`config.mk`:
```
export PLATFORM = sky130hd
export DESIGN_NAME = mpst_ram
export DESIGN_NICKNAME = d
export VERILOG_FILES = /design/src/mpst_ram.sv
export SDC_FILE = /design/constraint.sdc
export NUM_CORES = 1
export LEC_CHECK = 0
export BUFFER_PORTS_ARGS = -buffer_cell sky130_fd_sc_hd__buf_2
export CAP_MARGIN = 20
export CORE_MARGIN = 2
export CORE_UTILIZATION = 60
export CTS_CLUSTER_DIAMETER = 80
export DETAILED_ROUTE_END_ITERATION = 10
export PLACE_DENSITY = 0.78
export SYNTH_ARGS = -nofsm -noshare
export SYNTH_HDL_FRONTEND = slang
export SYNTH_SLANG_ARGS = --single-unit
```
`constraint.sdc`:
```
create_clock -name clk -period 4.96 [get_ports clk]
set_input_delay 0.744 -clock clk [delete_from_list [all_inputs] [get_ports clk]]
set_output_delay 0.744 -clock clk [all_outputs]
set_load 0.005 [all_outputs]
```
`src/mpst_ram.sv`:
```
`default_nettype none

module mpst_ram #(
	parameter int WIDTH = 8,
	parameter int DEPTH = 16
) (
	input  wire logic                     clk,
	input  wire logic                     we,
	input  wire logic [$clog2(DEPTH)-1:0] waddr,
	input  wire logic [WIDTH-1:0]         wdata,
	input  wire logic                     re,
	input  wire logic [$clog2(DEPTH)-1:0] raddr,
	output logic      [WIDTH-1:0]         rdata
);

	logic [WIDTH-1:0] mem [DEPTH];

	always_ff @(posedge clk) begin
		if (we) begin
			mem[waddr] <= wdata;
		end
		if (re) begin
			rdata <= mem[raddr];
		end
	end

endmodule

`default_nettype wire

```
==> flow_metrics.tcl <==
set metrics [dict create \
    status "finished clean" \
    cts-root-buf "clkbuf_8" \
    synth_xor_area_share_pct 0 \
    synth_mux_area_share_pct 14.8 \
    ff2ff_setup_slack_ns 3.43 \
    critPathLaunchType "input pin" \
    synth_compound_area_share_pct 2.30 \
    clkLatencyLatePin_ns 0.52 \
    cp-end-kind "register" \
    syn_to_final_growth_pct 14.8 \
    critPathMaxStageDelay_ns 0.76 \
    fp.dieArea_um2 9480 \
    maxCapViolCount 0 \
    antenna_found_initial 0 \
    grt_pass1_wl_mm 14.9 \
    r2r_end "rdata[1]" \
    core_um2 8590 \
    drive_above_1_share_pct 28.6 \
    timing.fmax_mhz 433 \
    layout_commonest_cell "edfxtp_1" \
    crit_chain "buf_2 > mux4_1 > a22oi_1 > nand2_1" \
    ys_seq_elements 136 \
    cts_resized 0 \
    synth_top_area_share_pct 78.1 \
    hold_buffers 0 \
    reg2reg_depth 3 \
    grt-ovfl-total 0 \
    rsz0062_at_grt "no" \
    antenna_cells 0 \
    dpl.hpwl_mm 5.72 \
    crit_buf_inv 1 \
    startpoint "raddr[0]" \
    port_buffers 26 \
    syn-num-nets 248 \
    path_class "input pin to register" \
    cts_made_buffers 17 \
    cts_setup_buffers 0 \
    drt_drc_violations_left 0 \
    syn_area_per_cell_um2 22.8 \
    final_core_util_pct 69.8 \
    fin_crit_ns 2.31 \
    synth_cell_type_count 18 \
    final_cell_mix "edfxtp_1 (136), buf_2 (26), mux4_2 (18), a22oi_1 (16), clkbuf_16 (16)" \
    gp_congestion 0.735 \
    postSynthCellCount 229 \
    peakVddDrop_mv 0.256 \
    critPathArrivalTime_ns 2.58 \
    fill_cells 504 \
    clkSinkCount 136 \
    synthSimpleGateAreaFrac_pct 3.14 \
    grt_pass1_vias 2439 \
    finClkSkew_ns 0.00890 \
    syn_area_um2 5230 \
    chipHeight_um 97.3 \
    p_leak_uw 0.00199 \
    min_period_over_period_pct 46.5 \
    slew_headroom_pct 31.6 \
    grt_max_degree 33 \
    first_iter_violations 250 \
    firstDrtPassIters 4 \
    yosysSeqAreaShare_pct 78.1 \
    vias_per_cell 6.38 \
    num_io_pins 27 \
    yosysWarningCount 0 \
    antenna_left 0 \
    cp_top_family "buffers and inverters" \
    rr_startpoint "mem[0][1]" \
    crit_slowest_cell "buf_2" \
    synth_top_family_by_area "multiplexers" \
    cts_tree "done" \
    powerDensity_nw_per_um2 434 \
    wl_per_cell_um 25.4 \
    setup_violations 0 \
    synthAdderAreaFrac_pct 0 \
    path_max_fanout 32 \
    worst_pin_slew_ns 1.03 \
    synth_area_leaders "edfxtp_1 (78%), mux4_2 (7.8%), mux4_1 (7.0%), a22oi_1 (2.3%), nor2_1 (0.93%)" \
    rows 34 \
    totalWireLength_mm 9.86 \
    clk_path_buf_depth 2 \
    hold_viol 0 \
    die_w_um 97.3 \
    crit_path_end "rdata[5]" \
    hp-class "input pin to register" \
    nets 286 \
    start_util_pct 60.8 \
    clkTransAtPathRegs_ns 0.06 \
    cp_data_required_time_ns 5.23 \
    holdWs_ns 0.597 \
    num_vias 2476 \
    maxSlewViolCount 0 \
    fin_setup_tns_ns 0 \
    synth_area_leader_cell "edfxtp_1" \
    h-tree-depth 4 \
    cp_num_cells 4 \
    grt_usage_pct 22.8 \
]
[worst register-to-register path, delay by kind of cell (launching register included)]
kind            cells  cell delay (ns)
flops               1             0.39
compound gates      1             0.27
mux                 1             0.52
simple gates        1             0.09
[sequential cells by signal, indices dropped and copies added, names as in the netlist]
signal	count
rdata	8
mem	128
[Yosys cell counts]
| cell type | instances |
|---|---|
| buf_4 | 1 |
| clkdlybuf4s25_2 | 3 |
| nor2b_1 | 1 |
| mux4_1 | 14 |
| nand2b_1 | 2 |
| and2b_1 | 1 |
| buf_6 | 3 |
| edfxtp_1 | 136 |
| nor3_1 | 4 |
| or3b_2 | 1 |
| nand3_1 | 1 |
| nand2_1 | 9 |
| and2_1 | 1 |
| buf_2 | 3 |
| a22oi_1 | 16 |
| mux4_2 | 18 |
| nor2_1 | 13 |
| nand3b_1 | 2 |
[report_power, final]
group | internal, uW | total [uW] | switching, uW
clock network | 716 | 1190 | 474
logic | 44.9 | 110 | 65.3
registers | 1300 | 1300 | 7.42
[final cells by class]
class | count | area, um2 | share of cell area (%)
multi-input combinational | 83 | 1060 | 17.7
sequential | 136 | 4080 | 68.0
clock inverter | 14 | 150 | 2.50
timing repair buffer | 29 | 153 | 2.54
tap | 108 | 135 | 2.25
clock buffer | 18 | 418 | 6.96
[stage by stage]
stage	setup slack, ns	total power [uW]	std cells	instance area, um2
final	2.65	2600	388	6000
after global routing	2.52	2670	388	6000
after CTS	2.63	2620	388	6000
after detailed placement	2.07	1440	356	5430
after global placement	2.09	1430	356	5430
after floorplan	2.72	1390	229	5230
[worst min path at each step]
| stage | endpoint | slack (ns) | depth (start not counted) | startpoint |
|---|---|---|---|---|
| finish | mem[12][0] | 0.60 | 1 | wdata[0] |
| global route | mem[12][0] | 0.57 | 1 | wdata[0] |
| CTS | mem[9][1] | 0.58 | 1 | wdata[1] |
| detailed placement | rdata[2] | 0.73 | 3 | mem[15][2] |
| global placement | rdata[2] | 0.72 | 3 | mem[15][2] |
| floorplan | rdata[0] | 0.70 | 3 | mem[7][0] |
[metal layers]
metal	vias up	part of all wire (%)	global-route usage (%)
met4	0	1.6	8.97
met5	-	0	0
li1	1057	-	-
met3	14	7.5	7.99
met2	107	47	31.3
met1	1298	44	34.4
[cell families (layout without fill, tap and decap cells)]
logic type | count (synthesis) | after routing
buffers and inverters | 10 | 61
AOI/OAI and AO/OA | 16 | 16
DFF | 136 | 136
muxes | 32 | 32
and+or+nand+nor | 35 | 35
Note: power is estimated with default switching activity, not from simulation.
